File: config.mk
export PLATFORM = sky130hd
export DESIGN_NAME = ipv4_dotted_text_parser_flat
export DESIGN_NICKNAME = d
export VERILOG_FILES = /design/src/sv/ipv4p_pkg.sv /design/src/sv/ipv4p_if.sv /design/src/sv/ipv4_dotted_text_parser.sv /design/src/sv/ipv4p_in_reg.sv /design/src/sv/ipv4p_scan.sv /design/src/sv/ipv4p_out_reg.sv /design/src/flat_wrapper.sv
export SDC_FILE = /design/constraint.sdc
export NUM_CORES = 1
export LEC_CHECK = 0
export BUFFER_PORTS_ARGS = -buffer_cell sky130_fd_sc_hd__buf_2
export CORE_MARGIN = 1.5
export CORE_UTILIZATION = 30
export DETAILED_ROUTE_END_ITERATION = 8
export PLACE_DENSITY = 0.55
export RECOVER_POWER = 50
export SETUP_SLACK_MARGIN = 0.05
export SYNTH_ARGS = -nofsm -noshare
export SYNTH_HDL_FRONTEND = slang
export SYNTH_SLANG_ARGS = --single-unit
File: constraint.sdc
create_clock -name clk -period 5.3 [get_ports clk]
set_input_delay 1.06 -clock clk [delete_from_list [all_inputs] [get_ports clk]]
set_output_delay 1.06 -clock clk [all_outputs]
set_load 0.05 [all_outputs]
File: src/sv/ipv4p_pkg.sv
// shared types and character codes for the ipv4 dotted text parser
package ipv4p_pkg;

  localparam logic [7:0] CH_NUL   = 8'h00;
  localparam logic [7:0] CH_SPACE = 8'h20;
  localparam logic [7:0] CH_TAB   = 8'h09;
  localparam logic [7:0] CH_CR    = 8'h0d;
  localparam logic [7:0] CH_DOT   = 8'h2e;
  localparam logic [7:0] CH_ZERO  = 8'h30;
  localparam logic [7:0] CH_NINE  = 8'h39;
  localparam logic [7:0] CH_LO_X  = 8'h78;
  localparam logic [7:0] CH_UP_X  = 8'h58;
  localparam logic [7:0] CH_LO_A  = 8'h61;
  localparam logic [7:0] CH_LO_F  = 8'h66;
  localparam logic [7:0] CH_UP_A  = 8'h41;
  localparam logic [7:0] CH_UP_F  = 8'h46;

  // one finished parse
  typedef struct packed {
    logic        address_ok;
    logic [31:0] address;
  } result_t;

  // handoff from the scanner to the result register
  typedef struct packed {
    logic    emit;
    result_t res;
  } step_t;

endpackage

File: src/sv/ipv4p_if.sv
// handshake interfaces for the character and result channels
interface ipv4p_char_if;
  logic       valid;
  logic       ready;
  logic [7:0] char_code;

  modport source (output valid, output char_code, input ready);
  modport sink (input valid, input char_code, output ready);
endinterface

interface ipv4p_result_if;
  logic        valid;
  logic        ready;
  logic        address_ok;
  logic [31:0] address;

  modport source (output valid, output address_ok, output address, input ready);
  modport sink (input valid, input address_ok, input address, output ready);
endinterface

File: src/sv/ipv4_dotted_text_parser.sv
// top level of the streaming ipv4 dotted text parser
// Takes one ASCII character per transfer and parses IPv4 text in the classic
// inet_aton style: one to four dot-separated parts, each decimal, octal after a
// leading zero (8 and 9 still accepted) or hex after 0x/0X, with each part
// wrapping modulo 2^32. NUL or whitespace ends the address; the last part fills
// the remaining bits and every earlier part must fit in a byte. One result
// transfer is produced per string, carrying address_ok and the host-order
// address (first part in the top byte, zero on failure), either at the
// terminator or at the first bad character; after any result except one at NUL
// the characters up to and including the next NUL are swallowed. Throughput is
// one character per cycle while the result side is not stalled, set by the
// combinational scanner step between the input register and the result register.
// The scanner only holds while the result register is full and the sink is not
// taking it; a character already in the input register then waits there, and an
// empty input register takes just one more character before the input side
// stalls as well.
module ipv4_dotted_text_parser (
  input  logic           clk,
  input  logic           rst,
  ipv4p_char_if.sink     char_in,
  ipv4p_result_if.source result
);
  import ipv4p_pkg::*;

  logic       advance;
  logic       held_valid;
  logic [7:0] held_char;
  step_t      step;
  result_t    res_out;

  // input register: skid stage ahead of the scanner
  ipv4p_in_reg u_in_reg (
    .clk        (clk),
    .rst        (rst),
    .in_valid   (char_in.valid),
    .in_char    (char_in.char_code),
    .in_ready   (char_in.ready),
    .advance    (advance),
    .held_valid (held_valid),
    .held_char  (held_char)
  );

  // scanner state steps once per held character when the result side is free
  ipv4p_scan u_scan (
    .clk       (clk),
    .rst       (rst),
    .step_en   (held_valid && advance),
    .char_code (held_char),
    .step      (step)
  );

  // result register feeding the output channel
  ipv4p_out_reg u_out_reg (
    .clk       (clk),
    .rst       (rst),
    .load      (held_valid && step.emit),
    .res_in    (step.res),
    .out_ready (result.ready),
    .out_valid (result.valid),
    .res_out   (res_out),
    .advance   (advance)
  );

  assign result.address_ok = res_out.address_ok;
  assign result.address    = res_out.address;

endmodule

File: src/sv/ipv4p_in_reg.sv
// input register holding one character ahead of the scanner
module ipv4p_in_reg (
  input  logic       clk,
  input  logic       rst,
  input  logic       in_valid,
  input  logic [7:0] in_char,
  output logic       in_ready,
  input  logic       advance,
  output logic       held_valid,
  output logic [7:0] held_char
);

  assign in_ready = !held_valid || advance;

  always_ff @(posedge clk) begin
    if (rst) begin
      held_valid <= 1'b0;
    end else if (in_ready) begin
      held_valid <= in_valid;
    end
  end

  always_ff @(posedge clk) begin
    if (in_ready && in_valid) begin
      held_char <= in_char;
    end
  end

endmodule

File: src/sv/ipv4p_scan.sv
// parser state and the per-character step
module ipv4p_scan (
  input  logic               clk,
  input  logic               rst,
  input  logic               step_en,
  input  logic [7:0]         char_code,
  output ipv4p_pkg::step_t   step
);
  import ipv4p_pkg::*;

  localparam logic [1:0] PH_START  = 2'd0;
  localparam logic [1:0] PH_ZERO   = 2'd1;
  localparam logic [1:0] PH_DIGITS = 2'd2;
  localparam logic [1:0] PH_SKIP   = 2'd3;

  localparam logic [1:0] BASE_DEC = 2'd0;
  localparam logic [1:0] BASE_OCT = 2'd1;
  localparam logic [1:0] BASE_HEX = 2'd2;

  logic [1:0]  phase, phase_next;
  logic [1:0]  base, base_next;
  logic [31:0] part_value, part_value_next;
  logic [1:0]  parts_seen, parts_seen_next;
  logic [31:0] earlier_parts [3];
  logic        store_part;

  logic        is_digit, is_space, is_hex_letter, is_end;
  logic [3:0]  nibble;
  logic [31:0] acc_dec, acc_oct, acc_hex, acc;
  logic        fin_ok;
  logic [31:0] fin_addr;

  assign is_digit      = (char_code >= CH_ZERO) && (char_code <= CH_NINE);
  assign is_space      = (char_code == CH_SPACE) || ((char_code >= CH_TAB) && (char_code <= CH_CR));
  assign is_hex_letter = ((char_code >= CH_LO_A) && (char_code <= CH_LO_F))
                      || ((char_code >= CH_UP_A) && (char_code <= CH_UP_F));
  assign is_end        = (char_code == CH_NUL) || is_space;

  // letters a to f have low nibble 1 to 6, so adding 9 gives 10 to 15
  assign nibble  = is_digit ? char_code[3:0] : char_code[3:0] + 4'd9;
  assign acc_dec = (part_value << 3) + (part_value << 1) + {28'd0, nibble};
  assign acc_oct = (part_value << 3) + {28'd0, nibble};
  assign acc_hex = {part_value[27:0], nibble};

  always_comb begin
    case (base)
      BASE_HEX: acc = acc_hex;
      BASE_OCT: acc = acc_oct;
      default:  acc = acc_dec;
    endcase
  end

  // range checks and packing for the terminator
  always_comb begin
    unique case (parts_seen)
      2'd0: begin
        fin_ok   = 1'b1;
        fin_addr = part_value;
      end
      2'd1: begin
        fin_ok   = (part_value[31:24] == 8'd0) && (earlier_parts[0][31:8] == 24'd0);
        fin_addr = part_value | {earlier_parts[0][7:0], 24'd0};
      end
      2'd2: begin
        fin_ok   = (part_value[31:16] == 16'd0) && (earlier_parts[0][31:8] == 24'd0)
                && (earlier_parts[1][31:8] == 24'd0);
        fin_addr = part_value | {earlier_parts[0][7:0], earlier_parts[1][7:0], 16'd0};
      end
      default: begin
        fin_ok   = (part_value[31:8] == 24'd0) && (earlier_parts[0][31:8] == 24'd0)
                && (earlier_parts[1][31:8] == 24'd0) && (earlier_parts[2][31:8] == 24'd0);
        fin_addr = part_value | {earlier_parts[0][7:0], earlier_parts[1][7:0],
                                 earlier_parts[2][7:0], 8'd0};
      end
    endcase
  end

  always_comb begin
    phase_next      = phase;
    base_next       = base;
    part_value_next = part_value;
    parts_seen_next = parts_seen;
    store_part      = 1'b0;
    step.emit       = 1'b0;
    step.res        = '0;

    unique case (phase)
      PH_START: begin
        if (!is_digit) begin
          step.emit = 1'b1;
        end else if (char_code == CH_ZERO) begin
          part_value_next = 32'd0;
          base_next       = BASE_OCT;
          phase_next      = PH_ZERO;
        end else begin
          part_value_next = {28'd0, nibble};
          base_next       = BASE_DEC;
          phase_next      = PH_DIGITS;
        end
      end
      PH_ZERO, PH_DIGITS: begin
        if (phase == PH_ZERO && (char_code == CH_LO_X || char_code == CH_UP_X)) begin
          base_next  = BASE_HEX;
          phase_next = PH_DIGITS;
        end else if (is_digit || (base == BASE_HEX && is_hex_letter)) begin
          part_value_next = acc;
          phase_next      = PH_DIGITS;
        end else if (char_code == CH_DOT) begin
          if (parts_seen == 2'd3) begin
            step.emit = 1'b1;
          end else begin
            store_part      = 1'b1;
            parts_seen_next = parts_seen + 2'd1;
            part_value_next = 32'd0;
            base_next       = BASE_DEC;
            phase_next      = PH_START;
          end
        end else if (is_end) begin
          step.emit           = 1'b1;
          step.res.address_ok = fin_ok;
          step.res.address    = fin_ok ? fin_addr : 32'd0;
        end else begin
          step.emit = 1'b1;
        end
      end
      default: begin
        if (char_code == CH_NUL) begin
          phase_next = PH_START;
        end
      end
    endcase

    // any result re-arms; anything but nul then discards through the next nul
    if (step.emit) begin
      phase_next      = (char_code == CH_NUL) ? PH_START : PH_SKIP;
      base_next       = BASE_DEC;
      part_value_next = 32'd0;
      parts_seen_next = 2'd0;
    end
  end

  always_ff @(posedge clk) begin
    if (rst) begin
      phase      <= PH_START;
      base       <= BASE_DEC;
      part_value <= 32'd0;
      parts_seen <= 2'd0;
    end else if (step_en) begin
      phase      <= phase_next;
      base       <= base_next;
      part_value <= part_value_next;
      parts_seen <= parts_seen_next;
    end
  end

  always_ff @(posedge clk) begin
    if (step_en && store_part) begin
      earlier_parts[parts_seen] <= part_value;
    end
  end

  a_fail_then_skip: assert property (@(posedge clk) disable iff (rst)
    step_en && step.emit && char_code != CH_NUL |=> phase == PH_SKIP)
    else $error("result at a non-nul character did not enter discard");

  a_skip_silent: assert property (@(posedge clk) disable iff (rst)
    step_en && phase == PH_SKIP |-> !step.emit)
    else $error("result produced while discarding");

  a_digit_start_silent: assert property (@(posedge clk) disable iff (rst)
    step_en && phase == PH_START && is_digit |=> phase != PH_START && phase != PH_SKIP)
    else $error("digit at part start did not open a part");

  a_dot_counts: assert property (@(posedge clk) disable iff (rst)
    step_en && store_part |=> parts_seen == $past(parts_seen) + 2'd1)
    else $error("part count did not advance on a dot");

endmodule

File: src/sv/ipv4p_out_reg.sv
// result register between the scanner and the result channel
module ipv4p_out_reg (
  input  logic               clk,
  input  logic               rst,
  input  logic               load,
  input  ipv4p_pkg::result_t res_in,
  input  logic               out_ready,
  output logic               out_valid,
  output ipv4p_pkg::result_t res_out,
  output logic               advance
);
  import ipv4p_pkg::*;

  // free when empty or being drained this cycle
  assign advance = !out_valid || out_ready;

  always_ff @(posedge clk) begin
    if (rst) begin
      out_valid <= 1'b0;
    end else if (advance) begin
      out_valid <= load;
    end
  end

  always_ff @(posedge clk) begin
    if (advance && load) begin
      res_out <= res_in;
    end
  end

endmodule

File: src/flat_wrapper.sv
// flat-port wrapper written by rule: the top's interface ports become plain ports
module ipv4_dotted_text_parser_flat import ipv4p_pkg::*;
  (clk, rst, char_in_valid, char_in_char_code, char_in_ready, result_valid, result_address_ok, result_address, result_ready);
  ipv4p_char_if char_in_i ();
  ipv4p_result_if result_i ();
  input  logic clk;
  input  logic rst;
  input wire logic [$bits(char_in_i.valid)-1:0] char_in_valid;
  input wire logic [$bits(char_in_i.char_code)-1:0] char_in_char_code;
  output wire logic [$bits(char_in_i.ready)-1:0] char_in_ready;
  output wire logic [$bits(result_i.valid)-1:0] result_valid;
  output wire logic [$bits(result_i.address_ok)-1:0] result_address_ok;
  output wire logic [$bits(result_i.address)-1:0] result_address;
  input wire logic [$bits(result_i.ready)-1:0] result_ready;
  assign char_in_i.valid = char_in_valid;
  assign char_in_i.char_code = char_in_char_code;
  assign char_in_ready = char_in_i.ready;
  assign result_valid = result_i.valid;
  assign result_address_ok = result_i.address_ok;
  assign result_address = result_i.address;
  assign result_i.ready = result_ready;
  ipv4_dotted_text_parser u_core (.clk(clk), .rst(rst), .char_in(char_in_i), .result(result_i));
endmodule
==> results by group <==
Status
  – Status: complete, but fails checks
  – Failing checks: max-capacitance violations, max-slew violations

Pwr
  – Switch Pwr: between 0.7 and 0.8 mW
  – Clock Power Share: 0.414
  – Cell Int Power: between 2 and 2.5 mW
  – Power per cell area: 270.2 nW/µm²
  – Lkg Pwr: 3.896 nW
  – Switching share of power: 0.2431
  – Peak supply drop: about 0.23 mV
  – Seq pwr share: 0.521
  – Total power: around 2.9 mW
  – Gate power share: 0.065

Finish
  – Register Area: 4915 µm²
  – Final core utilization: 0.3423
  – Nets: about 1000
  – Layout fillers: 3145
  – Area Overhead vs Synth: 11.76%
  – Fraction of layout instances using a drive strength above 1: 0.07856
  – Multi-input gate area: between 4000 and 5000 µm²
  – Design Area, Final: ~11000 µm²
  – Ant diodes: 0

Clock network
  – CTS sink count: 177
  – Clock root buffer: clkbuf_16
  – CTS H-Tree Depth: 4
  – Post_cts resized: 0
  – Reg clk slew, reported paths: around 0.07 ns
  – Total CTS buffers: 17
  – # hold bufs at CTS: 0
  – Clock Latency Late Sink: 0.43 ns
  – Post-CTS setup buffers: 0
  – TritonCTS clock tree: built
  – CTS Buffer Depth: 2

STA
  – Worst Clk Skew: ~0.014 ns
  – Final min period: 4.632 ns
  – Final Hold Fails: 0
  – Final setup vio count: 0
  – Worst-margin pin slew: about 1.8 ns
  – Normalized max-slew margin: -0.2332
  – Fin Setup TNS: 0 ns
  – Fmax achieved: between 0.2 and 0.25 GHz
  – Max-slew violations: 95
  – Post-route clock period utilization: 0.8739
  – RSZ-0062 raised after global routing: false

Floorplan
  – Die height: between 150 and 200 µm
  – Core ar.: 31640 µm²
  – Die area: 33390 µm²
  – DIE WIDTH: 182.7 µm
  – Rows: 65
  – IO Count: 47
  – Starting Density: 0.3063

Synthesis
  – Synth warn: 0
  – Largest family of logic cells by synthesized area: simple AND/OR/NAND/NOR gates
  – Post-synth EDFFs: between 100 and 150
  – Synth Area per Inst: roughly 11 µm²
  – Sequential area share after synthesis: 0.5072
  – Synth Area in Simple Gates: 0.1681
  – Synthesized area: 9691 µm²
  – Ys flop type: edfxtp_1
  – Synth Area in XOR/XNOR: 0.03331
  – Post-synthesis cell count: 892
  – Synth Register Bits: 177
  – Mapped Nets: 981
  – Yosys cell types: 91
  – Fraction of registers with async set/reset: 0
  – Mux contribution to synthesized area: 0.002195
  – Area fraction in compound gates after synthesis: 0.1600
  – Synth Area in Adders: 0.1010

Detailed routing
  – Top layer in use: met4
  – WL/cell: roughly 18 µm
  – Post-route ant nets: 0
  – DRT iter0 DRCs: 559
  – DR pass1 iterations: 6
  – Met1 WL: 11.81 mm
  – DRC errors left: 0
  – Met3 WL: 891 µm
  – Via density: 5.338
  – Routed wire length: 24.12 mm
  – Met2 routed WL: 11.14 mm
  – Total number of vias: 7174

Setup path
  – Data required time at the worst endpoint: between 5 and 6 ns
  – Path type of the worst setup path: reg2reg
  – R2R Setup Slk: 0.67 ns
  – Crit path arrival time: 4.87 ns
  – CP Launch Type: flop
  – Setup crit end kind: flop
  – Crit Path Max Fanout: 6

Global route
  – GRT Resource Usage Total: 0.1458
  – Antenna violations before repair: 0
  – Global-route wire length before repair: 38.05 mm
  – Vias in the first global route: 6746
  – GRT Residual Overflow: 0
  – Largest net degree at the start of global routing: 43

Place
  – Port bufs: between 40 and 50
  – Final HPWL from detailed placement: 16.51 mm
  – Post-Place Cell Area: just over 10000 µm²
  – RePlAce Congestion: 0.8060

Min path
  – Worst Hold Class: reg2reg

Flow run
  – Max Cap Viol: 3
-- critical path, cell delays in order (launching register included) --
cell	delay, ns
edfxtp_1	0.47
inv_1	0.18
ha_1	0.24
o21bai_2	0.11
a21oi_4	0.23
a31oi_1	0.08
xnor2_1	0.35
fa_1	0.51
ha_1	0.30
a21oi_1	0.21
nor2_1	0.08
o21ai_1	0.28
a21o_1	0.23
a31o_1	0.21
nand2_1	0.11
o21ai_0	0.38
nor4bb_1	0.40
nor4_2	0.06
-- cells by family (layout without fill, tap and decap cells) --
family / after synthesis / after routing
multiplexers: 2 / 2
AND/OR/NAND/NOR: 299 / 299
buffers and inverters: 67 / 117
AO/OA/AOI/OAI: 234 / 234
adder cells (fa/ha/maj): 77 / 77
XOR/XNOR: 36 / 36
flip-flops: 177 / 177
-- per-stage QoR --
| step | instances | hold slack, ns | setup WS (ns) |
|---|---|---|---|
| floorplan | 892 | 0.4648 | 1.206 |
| global placement | 1312 | 0.4885 | 0.7914 |
| detailed placement | 1312 | 0.5032 | 0.6608 |
| CTS | 1344 | 0.5141 | 0.6406 |
| global route | 1344 | 0.5304 | 0.2699 |
| finish | 1344 | 0.5079 | 0.6685 |
-- sequential cells by signal, indices dropped and copies added, names as in the netlist --
register,flops
u_core.u_in_reg.held_char,8
u_core.u_in_reg.held_valid,1
u_core.u_out_reg.out_valid,1
u_core.u_out_reg.res_out,33
u_core.u_scan.base,2
u_core.u_scan.earlier_parts,96
u_core.u_scan.part_value,32
u_core.u_scan.parts_seen,2
u_core.u_scan.phase,2
-- power by group through the flow --
stage	registers [mW]	logic, mW	clock network [mW]
floorplan	1.60	0.102	0
global placement	1.55	0.191	0
detailed placement	1.56	0.192	0
CTS	1.52	0.193	1.23
global route	1.53	0.207	1.28
finish	1.52	0.189	1.21
-- final timing paths --
check / start / end / cells after the start
max: u_core.u_in_reg.held_char[0] / u_core.u_scan.part_value[29] / 17
min: u_core.u_scan.parts_seen[1] / u_core.u_scan.parts_seen[1] / 2
max reg2reg: u_core.u_in_reg.held_char[0] / u_core.u_scan.part_value[29] / 17
min reg2reg: u_core.u_scan.parts_seen[1] / u_core.u_scan.parts_seen[1] / 2
-- layout make-up --
class,count,share of cell area
multi-input combinational,648,0.4157
clock inverter,12,0.01144
sequential,177,0.4538
clock buffer,20,0.04032
inverter,27,0.009358
timing repair buffer,58,0.02299
tap,402,0.04644
-- cell usage after synthesis (all sizes together), types with 3 or more instances --
| cell type | count | share of area |
|---|---|---|
| a211oi | 10 | 0.0077 |
| a21boi | 4 | 0.0031 |
| a21o | 11 | 0.0085 |
| a21oi | 90 | 0.048 |
| a221o | 3 | 0.0031 |
| a221oi | 5 | 0.0052 |
| a22o | 7 | 0.0063 |
| a22oi | 10 | 0.0077 |
| a2bb2oi | 3 | 0.0027 |
| a31o | 5 | 0.0045 |
| a31oi | 8 | 0.0052 |
| a41o | 3 | 0.0031 |
| and2 | 19 | 0.012 |
| and3 | 5 | 0.0039 |
| and4b | 3 | 0.0031 |
| buf | 11 | 0.0065 |
| clkbuf | 29 | 0.011 |
| dfxtp | 40 | 0.083 |
| edfxtp | 137 | 0.42 |
| ha | 75 | 0.097 |
| inv | 27 | 0.010 |
| nand2 | 60 | 0.023 |
| nand2b | 7 | 0.0045 |
| nand3 | 33 | 0.018 |
| nand3b | 3 | 0.0023 |
| nand4 | 17 | 0.015 |
| nor2 | 72 | 0.030 |
| nor2b | 5 | 0.0032 |
| nor3 | 21 | 0.013 |
| nor3b | 5 | 0.0039 |
| nor4 | 29 | 0.019 |
| o2111ai | 3 | 0.0027 |
| o211ai | 5 | 0.0039 |
| o21a | 6 | 0.0046 |
| o21ai | 33 | 0.017 |
| o21bai | 5 | 0.0043 |
| o221ai | 5 | 0.0045 |
| o31ai | 6 | 0.0052 |
| or2 | 3 | 0.0019 |
| or3 | 6 | 0.0039 |
| xnor2 | 24 | 0.022 |
| xor2 | 12 | 0.011 |
-- layer usage --
| metal | up-vias | global-route usage |
|---|---|---|
| li1 | 3476 | - |
| met1 | 3507 | 0.2073 |
| met2 | 173 | 0.2334 |
| met3 | 18 | 0.01716 |
| met4 | 0 | 0.04099 |
| met5 | - | 0 |
-- cells in the final DEF (no fill, tap or decap), drive strengths merged, types with 6 or more instances in the layout --
| cell type | instances |
|---|---|
| and2 | 19 |
| inv | 33 |
| edfxtp | 137 |
| a22oi | 10 |
| dfxtp | 40 |
| ha | 75 |
| a31oi | 8 |
| nor2 | 72 |
| nand4 | 17 |
| nand2b | 7 |
| a22o | 7 |
| clkbuf | 63 |
| a211oi | 10 |
| a21o | 11 |
| nand2 | 60 |
| nand3 | 33 |
| buf | 15 |
| nor4 | 29 |
| xnor2 | 24 |
| o31ai | 6 |
| xor2 | 12 |
| a21oi | 90 |
| nor3 | 21 |
| o21ai | 33 |
| or3 | 6 |
| o21a | 6 |
(Power assumes the default switching activity.)
